**src/rtl/core/tcp_pkg.sv**
```systemverilog
// package: types, codes and defaults shared by the text cursor placement core
`timescale 1ns / 1ps

package tcp_pkg;

	// configuration port
	localparam int unsigned ADDR_W = 5;
	localparam int unsigned DATA_W = 32;

	localparam logic [2:0] REG_AREA_LEFT   = 3'd0;
	localparam logic [2:0] REG_AREA_TOP    = 3'd1;
	localparam logic [2:0] REG_AREA_WIDTH  = 3'd2;
	localparam logic [2:0] REG_AREA_HEIGHT = 3'd3;
	localparam logic [2:0] REG_CELL_WIDTH  = 3'd4;
	localparam logic [2:0] REG_CELL_HEIGHT = 3'd5;

	localparam logic [10:0] RST_AREA_LEFT   = 11'd0;
	localparam logic [10:0] RST_AREA_TOP    = 11'd0;
	localparam logic [10:0] RST_AREA_WIDTH  = 11'd640;
	localparam logic [10:0] RST_AREA_HEIGHT = 11'd400;
	localparam logic [5:0]  RST_CELL_WIDTH  = 6'd8;
	localparam logic [5:0]  RST_CELL_HEIGHT = 6'd16;

	// control characters
	localparam logic [7:0] CH_BEL = 8'd7;
	localparam logic [7:0] CH_BS  = 8'd8;
	localparam logic [7:0] CH_HT  = 8'd9;
	localparam logic [7:0] CH_LF  = 8'd10;
	localparam logic [7:0] CH_FF  = 8'd12;
	localparam logic [7:0] CH_CR  = 8'd13;
	localparam logic [7:0] CH_DEL = 8'd127;
	localparam logic [7:0] CH_SP  = 8'd32;

	// a tab is this many spaces
	localparam int unsigned TAB_STEPS = 5;

	// queue depths
	localparam int unsigned CMD_DEPTH_DEF = 4;
	localparam int unsigned OUT_DEPTH_DEF = 4;

	typedef struct packed {
		logic [10:0] area_left;
		logic [10:0] area_top;
		logic [10:0] area_width;
		logic [10:0] area_height;
		logic [5:0]  cell_width;
		logic [5:0]  cell_height;
	} cfg_t;

	typedef enum logic [2:0] {
		CMD_DRAW,
		CMD_LF,
		CMD_CR,
		CMD_BELL,
		CMD_TAB,
		CMD_FF,
		CMD_BS
	} cmd_op_t;

	typedef struct packed {
		cmd_op_t    op;
		logic [7:0] glyph;
	} cmd_t;

	typedef enum logic [1:0] {
		ACT_DRAW   = 2'd0,
		ACT_SCROLL = 2'd1,
		ACT_CLEAR  = 2'd2,
		ACT_BELL   = 2'd3
	} act_t;

	typedef struct packed {
		act_t        action;
		logic [11:0] pos_x;
		logic [11:0] pos_y;
		logic [7:0]  glyph;
		logic        last;
	} res_t;

	typedef enum logic [1:0] {
		BK_FETCH,
		BK_TAB,
		BK_SCROLL
	} bk_state_t;

endpackage

```
**src/rtl/core/tcp_cfg.sv**
```systemverilog
// configuration register file behind the apb-style port
`timescale 1ns / 1ps

module tcp_cfg
	import tcp_pkg::*;
(
	input  logic              clk,
	input  logic              arst_n,
	input  logic              psel,
	input  logic              penable,
	input  logic              pwrite,
	input  logic [ADDR_W-1:0] paddr,
	input  logic [DATA_W-1:0] pwdata,
	output logic [DATA_W-1:0] prdata,
	output logic              pready,
	output cfg_t              cfg
);

	cfg_t       cfg_q;
	logic [2:0] idx;
	logic       wr_en;

	assign idx    = paddr[4:2];
	assign wr_en  = psel & penable & pwrite;
	assign pready = 1'b1;
	assign cfg    = cfg_q;

	always_ff @(posedge clk or negedge arst_n) begin
		if (!arst_n) begin
			cfg_q.area_left   <= RST_AREA_LEFT;
			cfg_q.area_top    <= RST_AREA_TOP;
			cfg_q.area_width  <= RST_AREA_WIDTH;
			cfg_q.area_height <= RST_AREA_HEIGHT;
			cfg_q.cell_width  <= RST_CELL_WIDTH;
			cfg_q.cell_height <= RST_CELL_HEIGHT;
		end else if (wr_en) begin
			case (idx)
				REG_AREA_LEFT:   cfg_q.area_left   <= pwdata[10:0];
				REG_AREA_TOP:    cfg_q.area_top    <= pwdata[10:0];
				REG_AREA_WIDTH:  cfg_q.area_width  <= pwdata[10:0];
				REG_AREA_HEIGHT: cfg_q.area_height <= pwdata[10:0];
				REG_CELL_WIDTH:  cfg_q.cell_width  <= pwdata[5:0];
				REG_CELL_HEIGHT: cfg_q.cell_height <= pwdata[5:0];
				default: ;
			endcase
		end
	end

	always_comb begin
		case (idx)
			REG_AREA_LEFT:   prdata = {21'd0, cfg_q.area_left};
			REG_AREA_TOP:    prdata = {21'd0, cfg_q.area_top};
			REG_AREA_WIDTH:  prdata = {21'd0, cfg_q.area_width};
			REG_AREA_HEIGHT: prdata = {21'd0, cfg_q.area_height};
			REG_CELL_WIDTH:  prdata = {26'd0, cfg_q.cell_width};
			REG_CELL_HEIGHT: prdata = {26'd0, cfg_q.cell_height};
			default:         prdata = '0;
		endcase
	end

endmodule

```
**src/rtl/core/tcp_front.sv**
```systemverilog
// front end: byte classifier and command queue
`timescale 1ns / 1ps

module tcp_front
	import tcp_pkg::*;
#(
	parameter int unsigned CMD_DEPTH = CMD_DEPTH_DEF
) (
	input  logic       clk,
	input  logic       arst_n,
	input  logic       push,
	output logic       full,
	input  logic [7:0] rx_byte,
	output logic       cmd_empty,
	output cmd_t       cmd_head,
	input  logic       cmd_pop
);

	localparam int unsigned PTR_W = $clog2(CMD_DEPTH);
	localparam int unsigned CNT_W = $clog2(CMD_DEPTH + 1);

	cmd_t             mem_q [CMD_DEPTH];
	logic [PTR_W-1:0] wr_ptr_q, rd_ptr_q;
	logic [CNT_W-1:0] cnt_q;
	cmd_t             cmd_in;
	logic             wr, rd;

	// classify
	always_comb begin
		cmd_in.glyph = rx_byte;
		case (rx_byte)
			CH_LF:   cmd_in.op = CMD_LF;
			CH_CR:   cmd_in.op = CMD_CR;
			CH_BEL:  cmd_in.op = CMD_BELL;
			CH_HT:   cmd_in.op = CMD_TAB;
			CH_FF:   cmd_in.op = CMD_FF;
			CH_BS:   cmd_in.op = CMD_BS;
			CH_DEL:  cmd_in.op = CMD_BS;
			default: cmd_in.op = CMD_DRAW;
		endcase
	end

	assign full      = (cnt_q == CNT_W'(CMD_DEPTH));
	assign cmd_empty = (cnt_q == '0);
	assign cmd_head  = mem_q[rd_ptr_q];
	assign wr        = push & ~full;
	assign rd        = cmd_pop & ~cmd_empty;

	always_ff @(posedge clk) begin
		if (wr) begin
			mem_q[wr_ptr_q] <= cmd_in;
		end
	end

	always_ff @(posedge clk or negedge arst_n) begin
		if (!arst_n) begin
			wr_ptr_q <= '0;
			rd_ptr_q <= '0;
			cnt_q    <= '0;
		end else begin
			if (wr) begin
				wr_ptr_q <= (wr_ptr_q == PTR_W'(CMD_DEPTH - 1)) ? '0 : wr_ptr_q + 1'b1;
			end
			if (rd) begin
				rd_ptr_q <= (rd_ptr_q == PTR_W'(CMD_DEPTH - 1)) ? '0 : rd_ptr_q + 1'b1;
			end
			if (wr && !rd) begin
				cnt_q <= cnt_q + 1'b1;
			end else if (rd && !wr) begin
				cnt_q <= cnt_q - 1'b1;
			end
		end
	end

	a_cnt_bound: assert property (@(posedge clk) disable iff (!arst_n)
		cnt_q <= CNT_W'(CMD_DEPTH))
		else $error("command queue count beyond depth");

endmodule

```
**src/rtl/core/tcp_back.sv**
```systemverilog
// back end: cursor sequencer and result queue
`timescale 1ns / 1ps

module tcp_back
	import tcp_pkg::*;
#(
	parameter int unsigned OUT_DEPTH = OUT_DEPTH_DEF
) (
	input  logic clk,
	input  logic arst_n,
	input  cfg_t cfg,
	input  logic cmd_empty,
	input  cmd_t cmd_head,
	output logic cmd_pop,
	output logic empty,
	input  logic pop,
	output res_t res_head
);

	localparam int unsigned PTR_W = $clog2(OUT_DEPTH);
	localparam int unsigned CNT_W = $clog2(OUT_DEPTH + 1);

	bk_state_t   st_q, st_d;
	logic [10:0] dx_q, dx_d, dy_q, dy_d;
	logic [2:0]  rem_q, rem_d;

	res_t             mem_q [OUT_DEPTH];
	logic [PTR_W-1:0] wr_ptr_q, rd_ptr_q;
	logic [CNT_W-1:0] cnt_q;
	logic             out_full, wr, rd;
	res_t             res_in;

	logic        fit, wrap, scroll;
	logic [11:0] adv;
	logic [10:0] bs_nd, dy_down;
	logic [11:0] x_cur, y_cur, x_bs;
	logic        step_go, step_final;
	logic [7:0]  step_glyph;

	assign out_full = (cnt_q == CNT_W'(OUT_DEPTH));
	assign empty    = (cnt_q == '0);
	assign rd       = pop & ~empty;
	assign res_head = mem_q[rd_ptr_q];

	// cursor arithmetic
	assign fit     = (({1'b0, dy_q} + {5'd0, cfg.cell_height, 1'b0}) <= {1'b0, cfg.area_height});
	assign adv     = {1'b0, dx_q} + {6'd0, cfg.cell_width};
	assign wrap    = (({1'b0, adv} + {7'd0, cfg.cell_width}) > {2'b0, cfg.area_width});
	assign scroll  = wrap & ~fit;
	assign bs_nd   = (dx_q > {5'd0, cfg.cell_width}) ? dx_q - {5'd0, cfg.cell_width} : '0;
	assign dy_down = dy_q + {5'd0, cfg.cell_height};
	assign x_cur   = {1'b0, cfg.area_left} + {1'b0, dx_q};
	assign x_bs    = {1'b0, cfg.area_left} + {1'b0, bs_nd};
	assign y_cur   = {1'b0, cfg.area_top} + {1'b0, dy_q};

	always_comb begin
		st_d       = st_q;
		dx_d       = dx_q;
		dy_d       = dy_q;
		rem_d      = rem_q;
		cmd_pop    = 1'b0;
		wr         = 1'b0;
		res_in     = '0;
		step_go    = 1'b0;
		step_final = 1'b0;
		step_glyph = CH_SP;

		case (st_q)
			BK_FETCH: begin
				if (!cmd_empty && !out_full) begin
					cmd_pop = 1'b1;
					case (cmd_head.op)
						CMD_LF: begin
							if (fit) begin
								dy_d = dy_down;
							end else begin
								wr            = 1'b1;
								res_in.action = ACT_SCROLL;
								res_in.pos_y  = y_cur;
								res_in.last   = 1'b1;
							end
						end
						CMD_CR: dx_d = '0;
						CMD_BELL: begin
							wr            = 1'b1;
							res_in.action = ACT_BELL;
							res_in.last   = 1'b1;
						end
						CMD_FF: begin
							wr            = 1'b1;
							res_in.action = ACT_CLEAR;
							res_in.last   = 1'b1;
							dx_d          = '0;
							dy_d          = '0;
						end
						CMD_BS: begin
							if (dx_q != '0) begin
								dx_d          = bs_nd;
								wr            = 1'b1;
								res_in.action = ACT_DRAW;
								res_in.pos_x  = x_bs;
								res_in.pos_y  = y_cur;
								res_in.glyph  = CH_SP;
								res_in.last   = 1'b1;
							end
						end
						CMD_TAB: begin
							step_go = 1'b1;
							rem_d   = 3'(TAB_STEPS - 1);
						end
						default: begin
							step_go    = 1'b1;
							step_final = 1'b1;
							step_glyph = cmd_head.glyph;
							rem_d      = '0;
						end
					endcase
				end
			end
			BK_TAB: begin
				if (!out_full) begin
					step_go    = 1'b1;
					step_final = (rem_q == 3'd1);
					rem_d      = rem_q - 1'b1;
				end
			end
			BK_SCROLL: begin
				if (!out_full) begin
					wr            = 1'b1;
					res_in.action = ACT_SCROLL;
					res_in.pos_y  = y_cur;
					res_in.last   = (rem_q == '0);
					st_d          = (rem_q == '0) ? BK_FETCH : BK_TAB;
				end
			end
			default: st_d = BK_FETCH;
		endcase

		// one draw and advance step
		if (step_go) begin
			wr            = 1'b1;
			res_in.action = ACT_DRAW;
			res_in.pos_x  = x_cur;
			res_in.pos_y  = y_cur;
			res_in.glyph  = step_glyph;
			res_in.last   = step_final & ~scroll;
			if (wrap) begin
				dx_d = '0;
				if (fit) begin
					dy_d = dy_down;
				end
			end else begin
				dx_d = adv[10:0];
			end
			if (scroll) begin
				st_d = BK_SCROLL;
			end else begin
				st_d = (rem_d == '0) ? BK_FETCH : BK_TAB;
			end
		end
	end

	always_ff @(posedge clk or negedge arst_n) begin
		if (!arst_n) begin
			st_q  <= BK_FETCH;
			dx_q  <= '0;
			dy_q  <= '0;
			rem_q <= '0;
		end else begin
			st_q  <= st_d;
			dx_q  <= dx_d;
			dy_q  <= dy_d;
			rem_q <= rem_d;
		end
	end

	// result queue
	always_ff @(posedge clk) begin
		if (wr) begin
			mem_q[wr_ptr_q] <= res_in;
		end
	end

	always_ff @(posedge clk or negedge arst_n) begin
		if (!arst_n) begin
			wr_ptr_q <= '0;
			rd_ptr_q <= '0;
			cnt_q    <= '0;
		end else begin
			if (wr) begin
				wr_ptr_q <= (wr_ptr_q == PTR_W'(OUT_DEPTH - 1)) ? '0 : wr_ptr_q + 1'b1;
			end
			if (rd) begin
				rd_ptr_q <= (rd_ptr_q == PTR_W'(OUT_DEPTH - 1)) ? '0 : rd_ptr_q + 1'b1;
			end
			if (wr && !rd) begin
				cnt_q <= cnt_q + 1'b1;
			end else if (rd && !wr) begin
				cnt_q <= cnt_q - 1'b1;
			end
		end
	end

	a_no_overrun: assert property (@(posedge clk) disable iff (!arst_n)
		wr |-> !out_full)
		else $error("result written into a full queue");

	a_fetch_only: assert property (@(posedge clk) disable iff (!arst_n)
		cmd_pop |-> (st_q == BK_FETCH))
		else $error("command taken while a tab or scroll is pending");

	a_tab_rem: assert property (@(posedge clk) disable iff (!arst_n)
		(st_q == BK_TAB) |-> (rem_q != '0 && rem_q <= 3'(TAB_STEPS - 1)))
		else $error("tab step count out of range");

	a_scroll_after_draw: assert property (@(posedge clk) disable iff (!arst_n)
		(st_q == BK_SCROLL) |-> (dx_q == '0))
		else $error("scroll pending without a wrap");

endmodule

```
**src/rtl/core/text_cursor_placement_core.sv**
```systemverilog
// top level: text cursor placement core for a glass terminal
`timescale 1ns / 1ps

// Received terminal bytes enter on a queue-style port (push/full) and drawing
// commands leave on another (empty/pop); each command carries an action
// (draw glyph, scroll one row, clear area, ring bell), absolute pixel x and y,
// the glyph and a last flag on the final command caused by a byte. A front
// end classifies each byte into a command and parks it in a small command
// queue; the back end holds the cursor offsets, works each command and writes
// results into a result queue, so input is taken every cycle while the
// command queue has room. The back end produces at most one result per cycle: line
// feed, carriage return, bell, form feed, backspace and an ordinary glyph
// give at most one result, a glyph that wraps and scrolls gives a draw and a
// scroll, and a tab gives five space draws, each possibly followed by a scroll;
// the sustained rate is set by that single result write per cycle and by how
// fast results are popped. Line feed and carriage return yield no result
// unless a scroll is needed, and backspace at the left edge yields nothing.
// The six registers sit at byte addresses 0, 4, ... 20 (area_left, area_top,
// area_width, area_height, cell_width, cell_height); the user must write them
// only while the core is idle (the core does not enforce it); pready is always high.

module text_cursor_placement_core
	import tcp_pkg::*;
#(
	parameter int unsigned CMD_DEPTH = CMD_DEPTH_DEF, // 2 and up
	parameter int unsigned OUT_DEPTH = OUT_DEPTH_DEF  // 2 and up
) (
	input  logic              clk,
	input  logic              arst_n,
	// configuration
	input  logic              psel,
	input  logic              penable,
	input  logic              pwrite,
	input  logic [ADDR_W-1:0] paddr,
	input  logic [DATA_W-1:0] pwdata,
	output logic [DATA_W-1:0] prdata,
	output logic              pready,
	// byte items in
	input  logic              push,
	output logic              full,
	input  logic [7:0]        rx_byte,
	// command items out
	output logic              empty,
	input  logic              pop,
	output logic [1:0]        action,
	output logic [11:0]       pos_x,
	output logic [11:0]       pos_y,
	output logic [7:0]        glyph,
	output logic              last
);

	cfg_t cfg;
	cmd_t cmd_head;
	logic cmd_empty;
	logic cmd_pop;
	res_t res_head;

	// register file
	tcp_cfg u_cfg (
		.clk     (clk),
		.arst_n  (arst_n),
		.psel    (psel),
		.penable (penable),
		.pwrite  (pwrite),
		.paddr   (paddr),
		.pwdata  (pwdata),
		.prdata  (prdata),
		.pready  (pready),
		.cfg     (cfg)
	);

	// classifier and command queue
	tcp_front #(
		.CMD_DEPTH (CMD_DEPTH)
	) u_front (
		.clk       (clk),
		.arst_n    (arst_n),
		.push      (push),
		.full      (full),
		.rx_byte   (rx_byte),
		.cmd_empty (cmd_empty),
		.cmd_head  (cmd_head),
		.cmd_pop   (cmd_pop)
	);

	// cursor sequencer and result queue
	tcp_back #(
		.OUT_DEPTH (OUT_DEPTH)
	) u_back (
		.clk       (clk),
		.arst_n    (arst_n),
		.cfg       (cfg),
		.cmd_empty (cmd_empty),
		.cmd_head  (cmd_head),
		.cmd_pop   (cmd_pop),
		.empty     (empty),
		.pop       (pop),
		.res_head  (res_head)
	);

	// oldest result on the ports
	assign action = res_head.action;
	assign pos_x  = res_head.pos_x;
	assign pos_y  = res_head.pos_y;
	assign glyph  = res_head.glyph;
	assign last   = res_head.last;

endmodule

```
**config.mk**
```make
export PLATFORM = sky130hd
export DESIGN_NAME = text_cursor_placement_core
export DESIGN_NICKNAME = d
export VERILOG_FILES = /design/src/rtl/core/tcp_pkg.sv /design/src/rtl/core/tcp_cfg.sv /design/src/rtl/core/tcp_front.sv /design/src/rtl/core/tcp_back.sv /design/src/rtl/core/text_cursor_placement_core.sv
export SDC_FILE = /design/constraint.sdc
export NUM_CORES = 1
export LEC_CHECK = 0
export BUFFER_PORTS_ARGS = -buffer_cell sky130_fd_sc_hd__buf_2
export CORE_ASPECT_RATIO = 0.7
export CORE_UTILIZATION = 65
export CTS_BUF_LIST = sky130_fd_sc_hd__clkbuf_8 sky130_fd_sc_hd__clkbuf_16
export DETAILED_ROUTE_END_ITERATION = 10
export HOLD_SLACK_MARGIN = 0.08
export PLACE_DENSITY = 0.81
export RECOVER_POWER = 50
export SYNTH_ARGS = -nofsm -noshare
export SYNTH_HDL_FRONTEND = slang
export SYNTH_SLANG_ARGS = --single-unit
```
**constraint.sdc**
```tcl
create_clock -name clk -period 7.5 [get_ports clk]
set_clock_uncertainty 0.2 [all_clocks]
set_input_delay 2.25 -clock clk [delete_from_list [all_inputs] [get_ports clk]]
set_output_delay 2.25 -clock clk [all_outputs]
set_load 0.005 [all_outputs]
```
Word level (Yosys, flattened, before mapping)

Memory sizes are Yosys's and may differ from the RTL's.
Index checks and enable logic that the tools add are counted.

Add/sub/neg operators: 17
Multipliers: 0
Div/mod/pow operators: 0
Order comparisons: 3
Equality and inequality tests: 30
Shift-type cells: 0
Mux-type cells: 75
Bitwise operators: 12
Reductions and logical operators: 37

Operator list:

| kind                 | count |
|---|---|
| $mux W11             | 12 |
| $mux W35             | 2 |
| $pmux W11 S6         | 1 |
| $mux W12             | 4 |
| $pmux W12 S2         | 2 |
| $pmux W11 S2         | 2 |
| $eq A8 B4 Y1 const B | 5 |
| $mux W8              | 5 |
| $add A11 B11 Y12     | 3 |
| $mux W33             | 1 |
| $eq A3 B3 Y1 const B | 7 |
| $mux W1              | 21 |
| $mux W3              | 6 |
| $pmux W3 S6          | 1 |
| $logic_not A3 Y1     | 5 |
| $mux W2              | 7 |
| $reduce_and A2 Y1    | 7 |
| $add A12 B6 Y13      | 1 |
| $gt A13 B11 Y1       | 1 |
| $add A11 B6 Y12      | 1 |
| $add A11 B7 Y12      | 1 |
| $eq A3 B2 Y1 const B | 4 |
| $le A12 B11 Y1       | 1 |
| $pmux W3 S2          | 2 |
| 30 further kinds     | 72 |

Register bits: 97
Bits in latches: 0
Memory bits (writable): 184
Memory bits (read-only): 0
Input bits: 52
Output and inout bits: 70
Memories: 2

Memory list:

| name          | words | bits a word | rd ports | clocked after Yosys merged registers in | write ports | line            | source |
|---|---|---|---|---|---|---|---|
| u_back.mem_q  | 4     | 35          | 1        | 0                                       | 1           | tcp_back.sv:27  | `res_t mem_q [OUT_DEPTH];` |
| u_front.mem_q | 4     | 11          | 1        | 0                                       | 1           | tcp_front.sv:22 | `cmd_t mem_q [CMD_DEPTH];` |

Longest topological paths before layout

Depth in word-level cells: 11
Mapped depth: 26
Depth with buffers taken out: 25

Hierarchy

A second synthesis with hierarchy kept.

Cell total of the unflattened synthesis: 1223
Area, all modules: 15767.6 µm²

Modules (own cells, without submodules):

| module    | times used | cells each | area each (µm²) | seq. area each (µm²) |
|---|---|---|---|---|
| tcp_back  | 1          | 911        | 10797.9         | 5054.8 |
| tcp_cfg   | 1          | 201        | 2826.5          | 1410.1 |
| tcp_front | 1          | 111        | 2143.3          | 1496.4 |

Least setup slack after synthesis

No wires, ideal clock.

Path kind: input to output
Start: in paddr[3]
End: out prdata[5]
Arrival time: 3439 ps
Data required time: 5050 ps
Slack: 1611 ps
Stages on the path: 6
Cells stage by stage: clkbuf_1 buf_1 clkbuf_1 nor4b_1 a21oi_1 o21ai_0

Longest elaborated chain between the ends: 2
Elaborated cells between the ends (all ways): 7
Classes of those cells: eq/ne (5); mux (1); reduce/logical (1)

Ends and longest elaborated chain:

| element                              | line                             | source |
|---|---|---|
| start: declaration                   | text_cursor_placement_core.sv:34 | `input logic [ADDR_W-1:0] paddr,` |
| $eq A3 B3 Y1 (tied with other cells) | tcp_cfg.sv:50                    | `case (idx)` |
| $pmux W11 S6 *                       | tcp_cfg.sv:50                    |  |
| end: declaration                     | text_cursor_placement_core.sv:36 | `output logic [DATA_W-1:0] prdata,` |

Every way passes the cells marked *; elsewhere a longest branch is shown, timed or not.

Worst setup path after layout

Start: in paddr[3]
End: out prdata[3]

Same word-level chain as after synthesis.

==> results.md <==
- Status: complete, but fails checks
- Failing checks: max-capacitance violations, max-slew violations
- Layout Cells excl Fill: 1,672
- Synthesized flop and latch total: 281
- Total Routing Usage GR: 30.5%
- Critical Setup Path Class: primary input to output port
- Least-Margin Pin Slew: around 3300 ps
- Worst Hold End: u_front.cnt_q[2]
- Delay-heaviest family, CP: buffers and inverters
- RSZ-0062 raised after global routing: no
- Largest cells by area after synthesis: edfxtp_1, dfrtp_1, ha_1, mux4_2, mux2_2
- FF-to-FF End: u_back.mem_q[0][0]
- Clk root buf: clkbuf_16
- Warnings, synthesis: 0
- DRT iter0 DRCs: about 850
- Fin crit share: a little under 90%
- Grt ovf: 0
- Hpwl dp: 25,700 um
- Flop2flop setup slack: 1300 ps
- Die ar.: ~25,000 um2
- Peak VDD IR: ~0.00025 V
- Hold Crit Depth: 1
- Design Area, Final: 17,000 um2
- Number of synthesized flops with an enable pin: between 150 and 200
- # resized after CTS: 0
- Hold_buf cts: 0
- CTS max path bufs: 3
- Reg2reg start: u_cfg.cfg[6]
- Max Cap Viol: 1
- Top cell type's share of synthesized area: between 30 and 40%
- Crit path arrival time: 4210 ps
- Worst r2r path cells: 20
- Crit. End Element: output port
- DP Cell Count: approximately 1,600
- Clock Sink Count: 281
- Die X-Extent: 187 um
- Final hold vios: 0
- Global-route wire length before repair: 58,300 um
- P&R area growth vs syn: 8.96%
- Crit-path max cell delay: 820 ps
- Reg clk slew, reported paths: around 60 ps
- Chip Height: about 130 um
- WP buf/inv: 2
- Crit path cell chain: clkbuf_1, nor2b_1, a22oi_1, o22ai_1, a31o_2, buf_2
- Starting Density: 67.5%
- H-tree Lvls: 1
- P per Cell Area: about 470 nW/um2
- Placer Congestion: 0.893
- Residual DRC count: 0
- Max transition margin: -118%
- Data required, critical path: 5050 ps
- Routed via count: 10,600
- Slew Limit Fails: 59
- FMAX: ~150 MHz
- Slowest cell on crit path: clkbuf_1
- Row cnt: 46
- Initial antenna violation count: 1
- Cell taking the most area after synthesis: edfxtp_1
- Hold Crit Start: u_front.cnt_q[2]
- Leakage: ~0.0068 uW
- Post-synthesis sequential area ratio: 51.1%
- WL final: 36,400 um
- Final setup violation count: 0
- Post-Syn Area: 15,600 um2
- Worst-path fanout max: 25
- Worst-Skew Late Latency: roughly 540 ps
- Critical Path Source Type: primary input
- Hold/Removal Path Class: flip-flop to flip-flop
- Final #Nets: 1,501
- Remaining antenna violation count after routing: 0
- Prevailing post-synth register cell: edfxtp_1
- 1st-pass router iterations: 5
- Total core area: 23,100 um2
- Layout cells sized above 1: 16.3%
- TritonCTS clock tree: yes
- Fin crit period: ~6700 ps
- Setup TNS: 0 ps
- Largest net degree at the start of global routing: 59
- Port Buf Inserts: 76
- Top-level port count: roughly 120
- FFs w/ async S/R, synth: 34.5%
- Unique masters post-synth: 86
- Num CTS Buffers: 26
- Vias per std cell: about 6.3
- FILL cells: 1,521
- DP Area: 16,100 um2
- Mapped Cells: between 1,000 and 1,500
- Antenna cells: 0
- Vias in the first global route: 10,500
- WL per Instance: 21.8 um
- Post-CTS setup buffer count: 0
- Avg Synthesized Cell Area: roughly 12 um2
- PnR Total Power: 8010 uW
==> stage by stage <==
step / util (%) / hold WS [ps] / worst slack [ps]
3_5_place_dp: 70.0 / 278 / 1390
6_report: 73.5 / 292 / 840
3_3_place_gp: 70.0 / 269 / 1410
5_1_grt: 73.5 / 310 / 653
4_1_cts: 73.8 / 290 / 1370
2_1_floorplan: - / 249 / 1610
==> cells in the final DEF, fill, tap and decap left out, types with 11 or more instances in the layout <==
| cell type | netlist | layout |
|---|---|---|
| a211oi_1 | 11 | 11 |
| a21o_1 | 17 | 17 |
| a21oi_1 | 49 | 49 |
| and2_1 | 21 | 17 |
| buf_2 | 5 | 63 |
| clkbuf_1 | 29 | 16 |
| clkbuf_16 | 0 | 27 |
| conb_1 | 2 | 22 |
| dfrtp_1 | 90 | 89 |
| edfxtp_1 | 184 | 184 |
| ha_1 | 99 | 99 |
| inv_1 | 62 | 68 |
| mux2_2 | 37 | 37 |
| mux4_2 | 52 | 52 |
| nand2_1 | 83 | 83 |
| nand2b_1 | 14 | 14 |
| nand3_1 | 15 | 15 |
| nand4_1 | 10 | 11 |
| nor2_1 | 91 | 91 |
| nor2b_1 | 29 | 29 |
| nor3_1 | 28 | 28 |
| o21a_1 | 11 | 11 |
| o21ai_0 | 77 | 77 |
| xnor2_1 | 35 | 35 |
| xor2_1 | 28 | 28 |
==> cells by family after synthesis <==
kind of cell,share of synthesized area (%)
mux,10.7
buf+inv,3.90
simple gates,10.7
fa+ha+maj,9.24
xor+xnor,3.54
other cells,0.0482
compound gates,10.8
flops,51.1
==> flip-flops by register name, summed over array words and instances, names as in the netlist <==
register,flops
u_back.dx_q,11
u_back.wr_ptr_q,2
u_back.mem_q,140
u_back.cnt_q,3
u_back.st_q,2
u_front.cnt_q,3
u_back.rd_ptr_q,2
u_cfg.cfg,56
u_back.rem_q,3
u_back.dy_q,11
u_front.mem_q,44
u_front.wr_ptr_q,2
u_front.rd_ptr_q,2
==> worst max-delay path by stage <==
stage                         from   endpoint  slack (ps)  depth (start not counted)
after detailed placement  paddr[3]  prdata[3]        1390                          6
after global routing      paddr[3]  prdata[3]         650                          6
after floorplan           paddr[3]  prdata[5]        1610                          6
after global placement    paddr[3]  prdata[3]        1410                          6
after CTS                 paddr[3]  prdata[3]        1370                          6
final                     paddr[3]  prdata[3]         840                          6
==> synth_stat cells, types with 23 or more instances <==
master,number
a21oi_1,49
buf_4,23
clkbuf_1,29
dfrtp_1,90
edfxtp_1,184
ha_1,99
inv_1,62
mux2_2,37
mux4_2,52
nand2_1,83
nor2_1,91
nor2b_1,29
nor3_1,28
o21ai_0,77
xnor2_1,35
xor2_1,28
==> worst register-to-register path, cell delays in order (launching register included) <==
cell and delay, ps:
dfrtp_1 470, ha_1 270, fa_1 410, xnor2_1 350, ha_1 350, nor2b_1 150, o21ai_0 140, nand2b_1 110
a21o_1 190, a21o_1 230, a22o_1 200, a22oi_1 180, xnor2_1 180, ha_1 290, a21oi_1 140, o21ai_0 130
o31ai_1 550, o211ai_1 190, a21oi_2 340, nor3_1 140, o21ai_0 670
==> routing by layer <==
layer | GRT usage [%] | vias to the layer above | wire, um
li1 | - | 4834 | -
met5 | 0 | - | 0
met2 | 47.9 | 463 | 16700
met3 | 6.38 | 62 | 3040
met1 | 43.9 | 5215 | 15800
met4 | 7.33 | 0 | 844
==> power by group <==
group | total [uW] | internal, uW | switching [uW]
sequential | 2890 | 2490 | 406
clock | 1340 | 767 | 574
combinational | 3770 | 1560 | 2210
==> layout make-up <==
cell class | count | area, um2 | share of cell area (%)
sequential | 281 | 7960 | 46.9
multi-input combinational | 881 | 7080 | 41.7
clock buffer | 35 | 786 | 4.63
timing repair buffer | 87 | 430 | 2.54
tap | 312 | 390 | 2.30
inverter | 63 | 236 | 1.39
clock inverter | 13 | 91.3 | 0.538
Note: power is estimated with default switching activity, not from simulation.
